--- src/hw/rtl/ple_pkg.sv ---
// ----------------------------------------------------------------------------
// ple_pkg
// Shared types and constants of the positional list engine: field widths,
// opcodes, status codes and the result record.
// ----------------------------------------------------------------------------
package ple_pkg;

  localparam int CAPACITY_DEF = 64;
  localparam int OP_W         = 2;
  localparam int POS_W        = 7;
  localparam int VAL_W        = 32;
  localparam int LEN_W        = 7;

  typedef enum logic [OP_W-1:0] {
    OP_INSERT = 2'd0,
    OP_DELETE = 2'd1,
    OP_GET    = 2'd2
  } op_t;

  typedef enum logic [1:0] {
    ST_OK    = 2'd0,
    ST_RANGE = 2'd1,
    ST_FULL  = 2'd2
  } status_t;

  typedef struct packed {
    logic                    success;
    status_t                 status;
    logic signed [VAL_W-1:0] read_value;
    logic                    list_empty;
    logic [LEN_W-1:0]        list_length;
  } res_t;

endpackage

--- src/hw/rtl/ple_ram.sv ---
// ----------------------------------------------------------------------------
// ple_ram
// Generic simple dual-port RAM: one write port, one read port, read data
// registered.
// ----------------------------------------------------------------------------
module ple_ram #(
  parameter int WIDTH = ple_pkg::VAL_W,
  parameter int DEPTH = ple_pkg::CAPACITY_DEF,
  parameter int AW    = (DEPTH > 1) ? $clog2(DEPTH) : 1
) (
  input  logic             clk,
  input  logic             we,
  input  logic [AW-1:0]    waddr,
  input  logic [WIDTH-1:0] wdata,
  input  logic [AW-1:0]    raddr,
  output logic [WIDTH-1:0] rdata
);

  logic [WIDTH-1:0] mem [DEPTH];
  logic [WIDTH-1:0] rdata_r;

  always_ff @(posedge clk) begin
    if (we) begin
      mem[waddr] <= wdata;
    end
    rdata_r <= mem[raddr];
  end

  assign rdata = rdata_r;

endmodule

--- src/hw/rtl/ple_seq.sv ---
// ----------------------------------------------------------------------------
// ple_seq
// List sequencer: decodes one operation, walks the forward links, edits the
// node and link memories and the free-slot stack, and presents one result.
// ----------------------------------------------------------------------------
module ple_seq #(
  parameter int CAPACITY = ple_pkg::CAPACITY_DEF
) (
  input  logic                           clk,
  input  logic                           rst_n,
  input  logic                           in_valid,
  output logic                           in_ready,
  input  logic [ple_pkg::OP_W-1:0]       in_opcode,
  input  logic [ple_pkg::POS_W-1:0]      in_position,
  input  logic signed [ple_pkg::VAL_W-1:0] in_item_value,
  output logic                           res_valid,
  input  logic                           res_ready,
  output ple_pkg::res_t                  res
);

  import ple_pkg::*;

  localparam int IDX_W  = $clog2(CAPACITY + 1);
  localparam int SLOT_W = (CAPACITY > 1) ? $clog2(CAPACITY) : 1;
  localparam int CNT_W  = IDX_W;
  localparam int CMP_W  = ((CNT_W > POS_W) ? CNT_W : POS_W) + 1;
  localparam logic [IDX_W-1:0] NULL_IDX = IDX_W'(CAPACITY);

  typedef enum logic [11:0] {
    S_IDLE     = 12'b0000_0000_0001,
    S_INS_SLOT = 12'b0000_0000_0010,
    S_WALK     = 12'b0000_0000_0100,
    S_INS_NEXT = 12'b0000_0000_1000,
    S_INS_LINK = 12'b0000_0001_0000,
    S_INS_NODE = 12'b0000_0010_0000,
    S_INS_BACK = 12'b0000_0100_0000,
    S_DEL_READ = 12'b0000_1000_0000,
    S_DEL_LINK = 12'b0001_0000_0000,
    S_GET_READ = 12'b0010_0000_0000,
    S_GET_DATA = 12'b0100_0000_0000,
    S_FINISH   = 12'b1000_0000_0000
  } state_t;

  state_t                  state_r, state_nxt;
  op_t                     op_r, op_nxt;
  logic [POS_W-1:0]        pos_r, pos_nxt;
  logic signed [VAL_W-1:0] val_r, val_nxt;
  logic [POS_W-1:0]        steps_r, steps_nxt;
  logic                    pend_r, pend_nxt;
  logic [IDX_W-1:0]        cur_r, cur_nxt;
  logic [IDX_W-1:0]        prev_r, prev_nxt;
  logic [IDX_W-1:0]        next_r, next_nxt;
  logic [SLOT_W-1:0]       slot_r, slot_nxt;
  logic [CNT_W-1:0]        fc_r, fc_nxt;
  logic [CNT_W-1:0]        lw_r, lw_nxt;
  logic [IDX_W-1:0]        first_r, first_nxt;
  logic [CNT_W-1:0]        cnt_r, cnt_nxt;
  logic                    ok_r, ok_nxt;
  status_t                 status_r, status_nxt;
  logic signed [VAL_W-1:0] rd_r, rd_nxt;

  logic                    val_we, fwd_we, bwd_we, free_we;
  logic [SLOT_W-1:0]       val_waddr, fwd_waddr, bwd_waddr, free_waddr;
  logic [VAL_W-1:0]        val_wdata, val_rd;
  logic [IDX_W-1:0]        fwd_wdata, bwd_wdata, fwd_rd, bwd_rd;
  logic [SLOT_W-1:0]       free_wdata, free_rd;
  logic [IDX_W-1:0]        head_sel;
  logic [CNT_W-1:0]        fc_dec;
  logic [CMP_W-1:0]        pos_c, cnt_c, get_c;
  logic [POS_W-1:0]        get_pos;

  assign head_sel = pend_r ? fwd_rd : cur_r;
  assign fc_dec   = fc_r - 1'b1;
  assign get_pos  = (in_position == '0) ? POS_W'(1) : in_position;
  assign pos_c    = CMP_W'(in_position);
  assign get_c    = CMP_W'(get_pos);
  assign cnt_c    = CMP_W'(cnt_r);

  ple_ram #(.WIDTH(VAL_W), .DEPTH(CAPACITY)) u_val_ram (
    .clk   (clk),
    .we    (val_we),
    .waddr (val_waddr),
    .wdata (val_wdata),
    .raddr (cur_r[SLOT_W-1:0]),
    .rdata (val_rd)
  );

  ple_ram #(.WIDTH(IDX_W), .DEPTH(CAPACITY)) u_fwd_ram (
    .clk   (clk),
    .we    (fwd_we),
    .waddr (fwd_waddr),
    .wdata (fwd_wdata),
    .raddr (head_sel[SLOT_W-1:0]),
    .rdata (fwd_rd)
  );

  ple_ram #(.WIDTH(IDX_W), .DEPTH(CAPACITY)) u_bwd_ram (
    .clk   (clk),
    .we    (bwd_we),
    .waddr (bwd_waddr),
    .wdata (bwd_wdata),
    .raddr (cur_r[SLOT_W-1:0]),
    .rdata (bwd_rd)
  );

  ple_ram #(.WIDTH(SLOT_W), .DEPTH(CAPACITY)) u_free_ram (
    .clk   (clk),
    .we    (free_we),
    .waddr (free_waddr),
    .wdata (free_wdata),
    .raddr (fc_dec[SLOT_W-1:0]),
    .rdata (free_rd)
  );

  assign in_ready  = (state_r == S_IDLE);
  assign res_valid = (state_r == S_FINISH);

  always_comb begin
    res.success     = ok_r;
    res.status      = status_r;
    res.read_value  = rd_r;
    res.list_empty  = (cnt_r == '0);
    res.list_length = LEN_W'(cnt_r);
  end

  always_comb begin
    state_nxt  = state_r;
    op_nxt     = op_r;
    pos_nxt    = pos_r;
    val_nxt    = val_r;
    steps_nxt  = steps_r;
    pend_nxt   = 1'b0;
    cur_nxt    = cur_r;
    prev_nxt   = prev_r;
    next_nxt   = next_r;
    slot_nxt   = slot_r;
    fc_nxt     = fc_r;
    lw_nxt     = lw_r;
    first_nxt  = first_r;
    cnt_nxt    = cnt_r;
    ok_nxt     = ok_r;
    status_nxt = status_r;
    rd_nxt     = rd_r;

    val_we     = 1'b0;
    val_waddr  = slot_r;
    val_wdata  = val_r;
    fwd_we     = 1'b0;
    fwd_waddr  = slot_r;
    fwd_wdata  = next_r;
    bwd_we     = 1'b0;
    bwd_waddr  = slot_r;
    bwd_wdata  = prev_r;
    free_we    = 1'b0;
    free_waddr = fc_r[SLOT_W-1:0];
    free_wdata = cur_r[SLOT_W-1:0];

    unique case (state_r)
      S_IDLE: begin
        if (in_valid) begin
          pos_nxt    = in_position;
          val_nxt    = in_item_value;
          cur_nxt    = first_r;
          ok_nxt     = 1'b0;
          status_nxt = ST_RANGE;
          rd_nxt     = '0;
          state_nxt  = S_FINISH;
          unique case (in_opcode)
            OP_INSERT: begin
              op_nxt = OP_INSERT;
              if (in_position != '0 && pos_c <= cnt_c + 1'b1) begin
                if (fc_r == '0) begin
                  status_nxt = ST_FULL;
                end else begin
                  ok_nxt     = 1'b1;
                  status_nxt = ST_OK;
                  state_nxt  = S_INS_SLOT;
                end
              end
            end
            OP_DELETE: begin
              op_nxt = OP_DELETE;
              if (in_position != '0 && pos_c <= cnt_c) begin
                ok_nxt     = 1'b1;
                status_nxt = ST_OK;
                steps_nxt  = in_position - 1'b1;
                state_nxt  = S_WALK;
              end
            end
            OP_GET: begin
              op_nxt = OP_GET;
              if (get_c <= cnt_c) begin
                ok_nxt     = 1'b1;
                status_nxt = ST_OK;
                steps_nxt  = get_pos - 1'b1;
                state_nxt  = S_WALK;
              end
            end
            default: begin
              state_nxt = S_FINISH;
            end
          endcase
        end
      end

      S_INS_SLOT: begin
        if (fc_r == lw_r) begin
          slot_nxt = fc_dec[SLOT_W-1:0];
          lw_nxt   = fc_dec;
        end else begin
          slot_nxt = free_rd;
        end
        fc_nxt = fc_dec;
        if (pos_r == POS_W'(1)) begin
          prev_nxt  = NULL_IDX;
          next_nxt  = first_r;
          first_nxt = IDX_W'(slot_nxt);
          state_nxt = S_INS_NODE;
        end else begin
          steps_nxt = pos_r - POS_W'(2);
          state_nxt = S_WALK;
        end
      end

      S_WALK: begin
        if (steps_r == '0) begin
          cur_nxt = head_sel;
          unique case (op_r)
            OP_INSERT: state_nxt = S_INS_NEXT;
            OP_DELETE: state_nxt = S_DEL_READ;
            default:   state_nxt = S_GET_READ;
          endcase
        end else begin
          pend_nxt  = 1'b1;
          steps_nxt = steps_r - 1'b1;
        end
      end

      S_INS_NEXT: begin
        state_nxt = S_INS_LINK;
      end

      S_INS_LINK: begin
        next_nxt  = fwd_rd;
        prev_nxt  = cur_r;
        fwd_we    = 1'b1;
        fwd_waddr = cur_r[SLOT_W-1:0];
        fwd_wdata = IDX_W'(slot_r);
        state_nxt = S_INS_NODE;
      end

      S_INS_NODE: begin
        val_we  = 1'b1;
        fwd_we  = 1'b1;
        bwd_we  = 1'b1;
        cnt_nxt = cnt_r + 1'b1;
        state_nxt = (next_r != NULL_IDX) ? S_INS_BACK : S_FINISH;
      end

      S_INS_BACK: begin
        bwd_we    = 1'b1;
        bwd_waddr = next_r[SLOT_W-1:0];
        bwd_wdata = IDX_W'(slot_r);
        state_nxt = S_FINISH;
      end

      S_DEL_READ: begin
        state_nxt = S_DEL_LINK;
      end

      S_DEL_LINK: begin
        if (bwd_rd != NULL_IDX) begin
          fwd_we    = 1'b1;
          fwd_waddr = bwd_rd[SLOT_W-1:0];
          fwd_wdata = fwd_rd;
        end else begin
          first_nxt = fwd_rd;
        end
        if (fwd_rd != NULL_IDX) begin
          bwd_we    = 1'b1;
          bwd_waddr = fwd_rd[SLOT_W-1:0];
          bwd_wdata = bwd_rd;
        end
        free_we   = 1'b1;
        fc_nxt    = fc_r + 1'b1;
        cnt_nxt   = cnt_r - 1'b1;
        state_nxt = S_FINISH;
      end

      S_GET_READ: begin
        state_nxt = S_GET_DATA;
      end

      S_GET_DATA: begin
        rd_nxt    = val_rd;
        state_nxt = S_FINISH;
      end

      S_FINISH: begin
        if (res_ready) begin
          state_nxt = S_IDLE;
        end
      end

      default: begin
        state_nxt = S_IDLE;
      end
    endcase
  end

  always_ff @(posedge clk) begin
    if (!rst_n) begin
      state_r <= S_IDLE;
      pend_r  <= 1'b0;
      fc_r    <= CNT_W'(CAPACITY);
      lw_r    <= CNT_W'(CAPACITY);
      first_r <= NULL_IDX;
      cnt_r   <= '0;
    end else begin
      state_r <= state_nxt;
      pend_r  <= pend_nxt;
      fc_r    <= fc_nxt;
      lw_r    <= lw_nxt;
      first_r <= first_nxt;
      cnt_r   <= cnt_nxt;
    end
  end

  always_ff @(posedge clk) begin
    op_r     <= op_nxt;
    pos_r    <= pos_nxt;
    val_r    <= val_nxt;
    steps_r  <= steps_nxt;
    cur_r    <= cur_nxt;
    prev_r   <= prev_nxt;
    next_r   <= next_nxt;
    slot_r   <= slot_nxt;
    ok_r     <= ok_nxt;
    status_r <= status_nxt;
    rd_r     <= rd_nxt;
  end

endmodule

--- src/hw/rtl/positional_list_engine.sv ---
// ----------------------------------------------------------------------------
// positional_list_engine
// Bounded doubly linked list of signed 32-bit values with insert, delete and
// get at a one-based position; one result per operation.
// ----------------------------------------------------------------------------
// One operation is in flight at a time. An operation walks the forward-link
// memory from the head, one node per cycle over its single read port. The
// result sits in an output register, so the next operation is taken while it
// waits. Slots come from a free stack in memory; never-used stack entries are
// tracked by a low-water mark, so no clearing pass follows reset.
module positional_list_engine #(
  parameter int CAPACITY = ple_pkg::CAPACITY_DEF
) (
  input  logic                             clk,
  input  logic                             rst_n,
  input  logic                             in_valid,
  output logic                             in_ready,
  input  logic [ple_pkg::OP_W-1:0]         in_opcode,
  input  logic [ple_pkg::POS_W-1:0]        in_position,
  input  logic signed [ple_pkg::VAL_W-1:0] in_item_value,
  output logic                             out_valid,
  input  logic                             out_ready,
  output logic                             out_success,
  output logic [1:0]                       out_status,
  output logic signed [ple_pkg::VAL_W-1:0] out_read_value,
  output logic                             out_list_empty,
  output logic [ple_pkg::LEN_W-1:0]        out_list_length
);

  import ple_pkg::*;

  logic res_valid, res_ready;
  res_t res;
  res_t out_r;
  logic out_valid_r;

  ple_seq #(.CAPACITY(CAPACITY)) u_seq (
    .clk           (clk),
    .rst_n         (rst_n),
    .in_valid      (in_valid),
    .in_ready      (in_ready),
    .in_opcode     (in_opcode),
    .in_position   (in_position),
    .in_item_value (in_item_value),
    .res_valid     (res_valid),
    .res_ready     (res_ready),
    .res           (res)
  );

  assign res_ready = !out_valid_r || out_ready;

  always_ff @(posedge clk) begin
    if (!rst_n) begin
      out_valid_r <= 1'b0;
    end else if (res_ready) begin
      out_valid_r <= res_valid;
    end
  end

  always_ff @(posedge clk) begin
    if (res_ready && res_valid) begin
      out_r <= res;
    end
  end

  assign out_valid       = out_valid_r;
  assign out_success     = out_r.success;
  assign out_status      = out_r.status;
  assign out_read_value  = out_r.read_value;
  assign out_list_empty  = out_r.list_empty;
  assign out_list_length = out_r.list_length;

endmodule

--- config.mk ---
export PLATFORM = sky130hd
export DESIGN_NAME = positional_list_engine
export DESIGN_NICKNAME = d
export VERILOG_FILES = /design/src/hw/rtl/ple_pkg.sv /design/src/hw/rtl/ple_ram.sv /design/src/hw/rtl/ple_seq.sv /design/src/hw/rtl/positional_list_engine.sv
export SDC_FILE = /design/constraint.sdc
export NUM_CORES = 2
export LEC_CHECK = 0
export ABC_AREA = 1
export BUFFER_PORTS_ARGS = -buffer_cell sky130_fd_sc_hd__buf_2
export CORE_ASPECT_RATIO = 1.2
export CORE_UTILIZATION = 43
export CTS_CLUSTER_DIAMETER = 30
export DETAILED_ROUTE_END_ITERATION = 16
export PLACE_DENSITY = 0.7
export SLEW_MARGIN = 25
export SYNTH_ARGS = -nofsm -noshare
export SYNTH_HDL_FRONTEND = slang
export SYNTH_SLANG_ARGS = --single-unit
--- constraint.sdc ---
create_clock -name clk -period 4.75 [get_ports clk]
set_input_delay 0.475 -clock clk [delete_from_list [all_inputs] [get_ports clk]]
set_output_delay 0.475 -clock clk [all_outputs]
set_load 0.01 [all_outputs]
==> impl_metrics.csv <==
group,metric,value,unit
run_status,status,"finished, final reports clean",
detailed_routing,drc_errors,0,
detailed_routing,met1_length,142000,um
detailed_routing,wl_met2,187000,um
power,p_total,77.2,mW
worst_setup_path,end_kind,"flip-flop",
detailed_routing,dr.pass1.iters,10,
worst_setup_path,r2r_slack,0.68,ns
global_route,grt.total_usage,22.5,%
clocking,clockBufferDepth,4,
worst_setup_path,arrival,4.60,ns
timing,min_period,4.07,ns
logic_synthesis,synth-edff-count,3481,
timing,timing.final.crit_share,85.7,%
logic_synthesis,ys.flop_type,"edfxtp_1",
clocking,cts_setup_buffers,0,
timing,clock.fmax,0.246,GHz
clocking,ctsResizeCount,0,
finish,register_area,106000,sq um
hold_path,whs_endpoint,"u_seq.state_r[1]$_SDFFE_PN0P_",
global_route,grt_pass1_vias,90200,
detailed_routing,wirelength,385000,um
hold_path,min_from,"in_valid",
placement,place_congestion,0.899,
floorplan,fp.coreArea,327000,sq um
global_route,grt-ovfl-total,0,
timing,relSlewSlack,22.1,%
timing,hold_ws,0.199,ns
floorplan,dieArea,330000,sq um
timing,grt_setup_unrepaired,"false",
detailed_routing,via_per_inst,5.95,
placement,pre_cts_ws,0.856,ns
hold_path,hold_path.class,"in2reg",
run,cap_violations,0,
detailed_routing,dr_total_vias,93600,
logic_synthesis,ys_types,53,
worst_setup_path,cp-start-kind,"flip-flop",
timing,layout_setup_ws,0.680,ns
power,total_leakage_power,53.1,nW
placement,dp.cells,14800,
timing,final.setup_skew,0.0829,ns
clocking,cts_buffers,461,
finish,drive_gt1_share,11.5,%
global_route,grt_start_max_net_pins,212,
clocking,tritoncts,"yes",
floorplan,initial_core_util,43.2,%
clocking,clk_latency,0.98,ns
logic_synthesis,synth_seq_cells,3575,
detailed_routing,wl_met3,38500,um
worst_setup_path,critPathMaxFanout,14,
timing,slew_viol_final,0,
timing,final_hold_viol_count,0,
logic_synthesis,synth.area.top_cells,"edfxtp_1 (74%), o21ai_0 (7.2%), nor2_1 (6.1%)",
floorplan,chipWidth,525,um
global_route,antenna_found_initial,9,
logic_synthesis,synth_fp_nets,11000,
detailed_routing,dr.max_layer_used,"met5",
worst_setup_path,r2r-end,"u_seq.u_fwd_ram.mem[15][1]$_DFFE_PP_",
clocking,holdBufCountCts,44,
logic_synthesis,syn_area,141000,sq um
floorplan,row_count,230,
worst_setup_path,cp.required,5.28,ns
logic_synthesis,syn_area_per_cell,12.9,sq um
finish,instances_no_fill,15700,
finish,syn_to_final_growth,16.1,%
floorplan,die_h,629,um
power,ir_worst_vdd,0.332,mV
detailed_routing,drtAntennaViolNets,0,
detailed_routing,drt-initial-drc-count,12600,
timing,worst_pin_slew,1.16,ns
placement,portBuffers,89,
logic_synthesis,synth_commonest_cells,"edfxtp_1 (3481), nor2_1 (2282), o21ai_0 (2030)",
clocking,cts_max_level,5,
finish,final_nets,11100,
clocking,root_buffer,"clkbuf_16",
floorplan,pin_count,90,
logic_synthesis,synth_top_area_cell,"edfxtp_1",
logic_synthesis,synth_top_area_share,74.1,%
logic_synthesis,ys_warn_count,0,
detailed_routing,avgRoutedWirePerCell,24.5,um
global_route,grt_pass1_wl,566000,um
timing,setup_tns,0,ns
logic_synthesis,yosysSeqAreaShare,75.4,%
logic_synthesis,synthCells,10900,
hold_path,hold_depth,5,
clocking,clk_pin_slew,0.06,ns
logic_synthesis,yosysMostFrequentCell,"edfxtp_1",
power,powerDensity,472,nW/um^2
finish,fillerInstances,26600,
placement,hpwl,205000,um
worst_setup_path,r2r_cells,12,
clocking,cts.sinks,3575,
worst_setup_path,worst-setup-path-type,"reg2reg",
timing,setup_viol,0,
worst_setup_path,rr_startpoint,"u_seq.state_r[1]$_SDFFE_PN0P_",
logic_synthesis,async_reset_ff_share,0,%
finish,multi_input_area,31600,sq um
-- per-layer routing --
metal	vias to the layer above	track usage, %
met4	2	10.2
met5	-	0
met1	46100	28.7
li1	40900	-
met3	1069	3.82
met2	5581	37.6
-- where the power goes --
part	leakage (nW)	total, mW	switching, mW	internal (mW)
Combinational	13.3	6.74	5.03	1.71
Clock	7.57	35.1	14.0	21.1
Sequential	32.2	35.4	0.175	35.2
Total	53.1	77.2	19.2	58.0
-- cell type report --
type                       count  share of cell area, %
multi-input combinational   6367                   19.3
sequential                  3575                   65.0
tap                         4292                   3.28
timing repair buffer         419                   2.25
clock inverter               359                   2.42
inverter                     214                  0.520
clock buffer                 505                   7.22
antenna                        4                0.00611
-- kinds of logic (layout without fill, tap and decap cells) --
logic type | count (synthesis) | count (layout) | synth area share [%]
flip-flops | 3575 | 3575 | 75.4
multiplexers | 1 | 1 | 0.00710
other | 0 | 4 | 0
adder cells (fa/ha/maj) | 38 | 38 | 0.342
AND/OR/NAND/NOR | 3080 | 3080 | 8.59
buffers and inverters | 963 | 1497 | 2.68
AO/OA/AOI/OAI | 3224 | 3224 | 12.8
XOR/XNOR | 24 | 24 | 0.154
-- placed cells by master, fill, tap and decap left out, types with 36 or more instances in the layout --
cell type,instances
o22ai_1,799
clkinv_2,56
clkbuf_1,37
clkinv_4,56
nor2_4,68
o21ai_0,2027
edfxtp_1,3481
buf_4,235
clkinvlp_4,60
a21oi_1,68
buf_12,40
dlygate4sd3_1,44
inv_6,70
buf_2,89
bufinv_16,52
nor2_1,2216
ha_1,36
o221ai_1,87
nand3_1,232
clkbuf_16,465
o211ai_1,165
clkinv_1,37
nand2_1,462
dfxtp_1,93
inv_1,196
-- critical path, cell delays in order (launching register included) --
cell     delay, ns
dfxtp_1       0.33
inv_1         0.06
nand2_1       0.09
inv_2         0.05
nand2_2       0.11
nor2_4        0.07
nand2_1       0.47
nand2_1       0.57
o21ai_1       0.44
nand2_1       0.09
inv_1         0.08
nand2_1       0.52
nor2_1        0.78
-- flip-flops by register name, summed over array words and instances, names as in the netlist, 6 cells and up --
register,flops
u_seq.u_fwd_ram.mem,448
u_seq.cur_r,7
u_seq.pos_r,7
u_seq.lw_r,7
u_seq.rd_r,32
out_list_length,7
u_seq.u_val_ram.rdata,32
u_seq.u_free_ram.mem,384
u_seq.u_val_ram.mem,2048
u_seq.val_r,32
u_seq.u_free_ram.rdata,6
u_seq.steps_r,7
u_seq.state_r,12
u_seq.u_fwd_ram.rdata,7
u_seq.first_r,7
u_seq.next_r,7
out_read_value,32
u_seq.prev_r,7
u_seq.u_bwd_ram.rdata,7
u_seq.u_bwd_ram.mem,448
u_seq.cnt_r,7
u_seq.fc_r,7
u_seq.slot_r,6
-- worst max-delay path by stage --
stage	startpoint	endpoint	slack (ns)	cells past startpoint
after floorplan	u_seq.state_r[4]$_SDFFE_PN0P_	u_seq.u_fwd_ram.mem[0][6]$_DFFE_PP_	0.07	7
final	u_seq.state_r[1]$_SDFFE_PN0P_	u_seq.u_fwd_ram.mem[15][1]$_DFFE_PP_	0.68	12
after global placement	u_seq.state_r[1]$_SDFFE_PN0P_	u_seq.u_fwd_ram.mem[7][0]$_DFFE_PP_	0.92	12
after detailed placement	u_seq.state_r[1]$_SDFFE_PN0P_	u_seq.u_fwd_ram.mem[15][6]$_DFFE_PP_	0.86	12
after CTS	u_seq.state_r[0]$_SDFFE_PN1P_	u_seq.u_fwd_ram.mem[15][1]$_DFFE_PP_	0.80	12
after global routing	u_seq.state_r[9]$_SDFFE_PN0P_	u_seq.u_fwd_ram.mem[6][0]$_DFFE_PP_	0.48	9
-- metrics by stage --
step,cell area (sq um),util [%]
finish,164000,50.1
global route,164000,50.1
CTS,164000,50.1
detailed placement,147000,45.1
global placement,147000,45.1
floorplan,141000,-
Note: power is estimated with default switching activity, not from simulation.
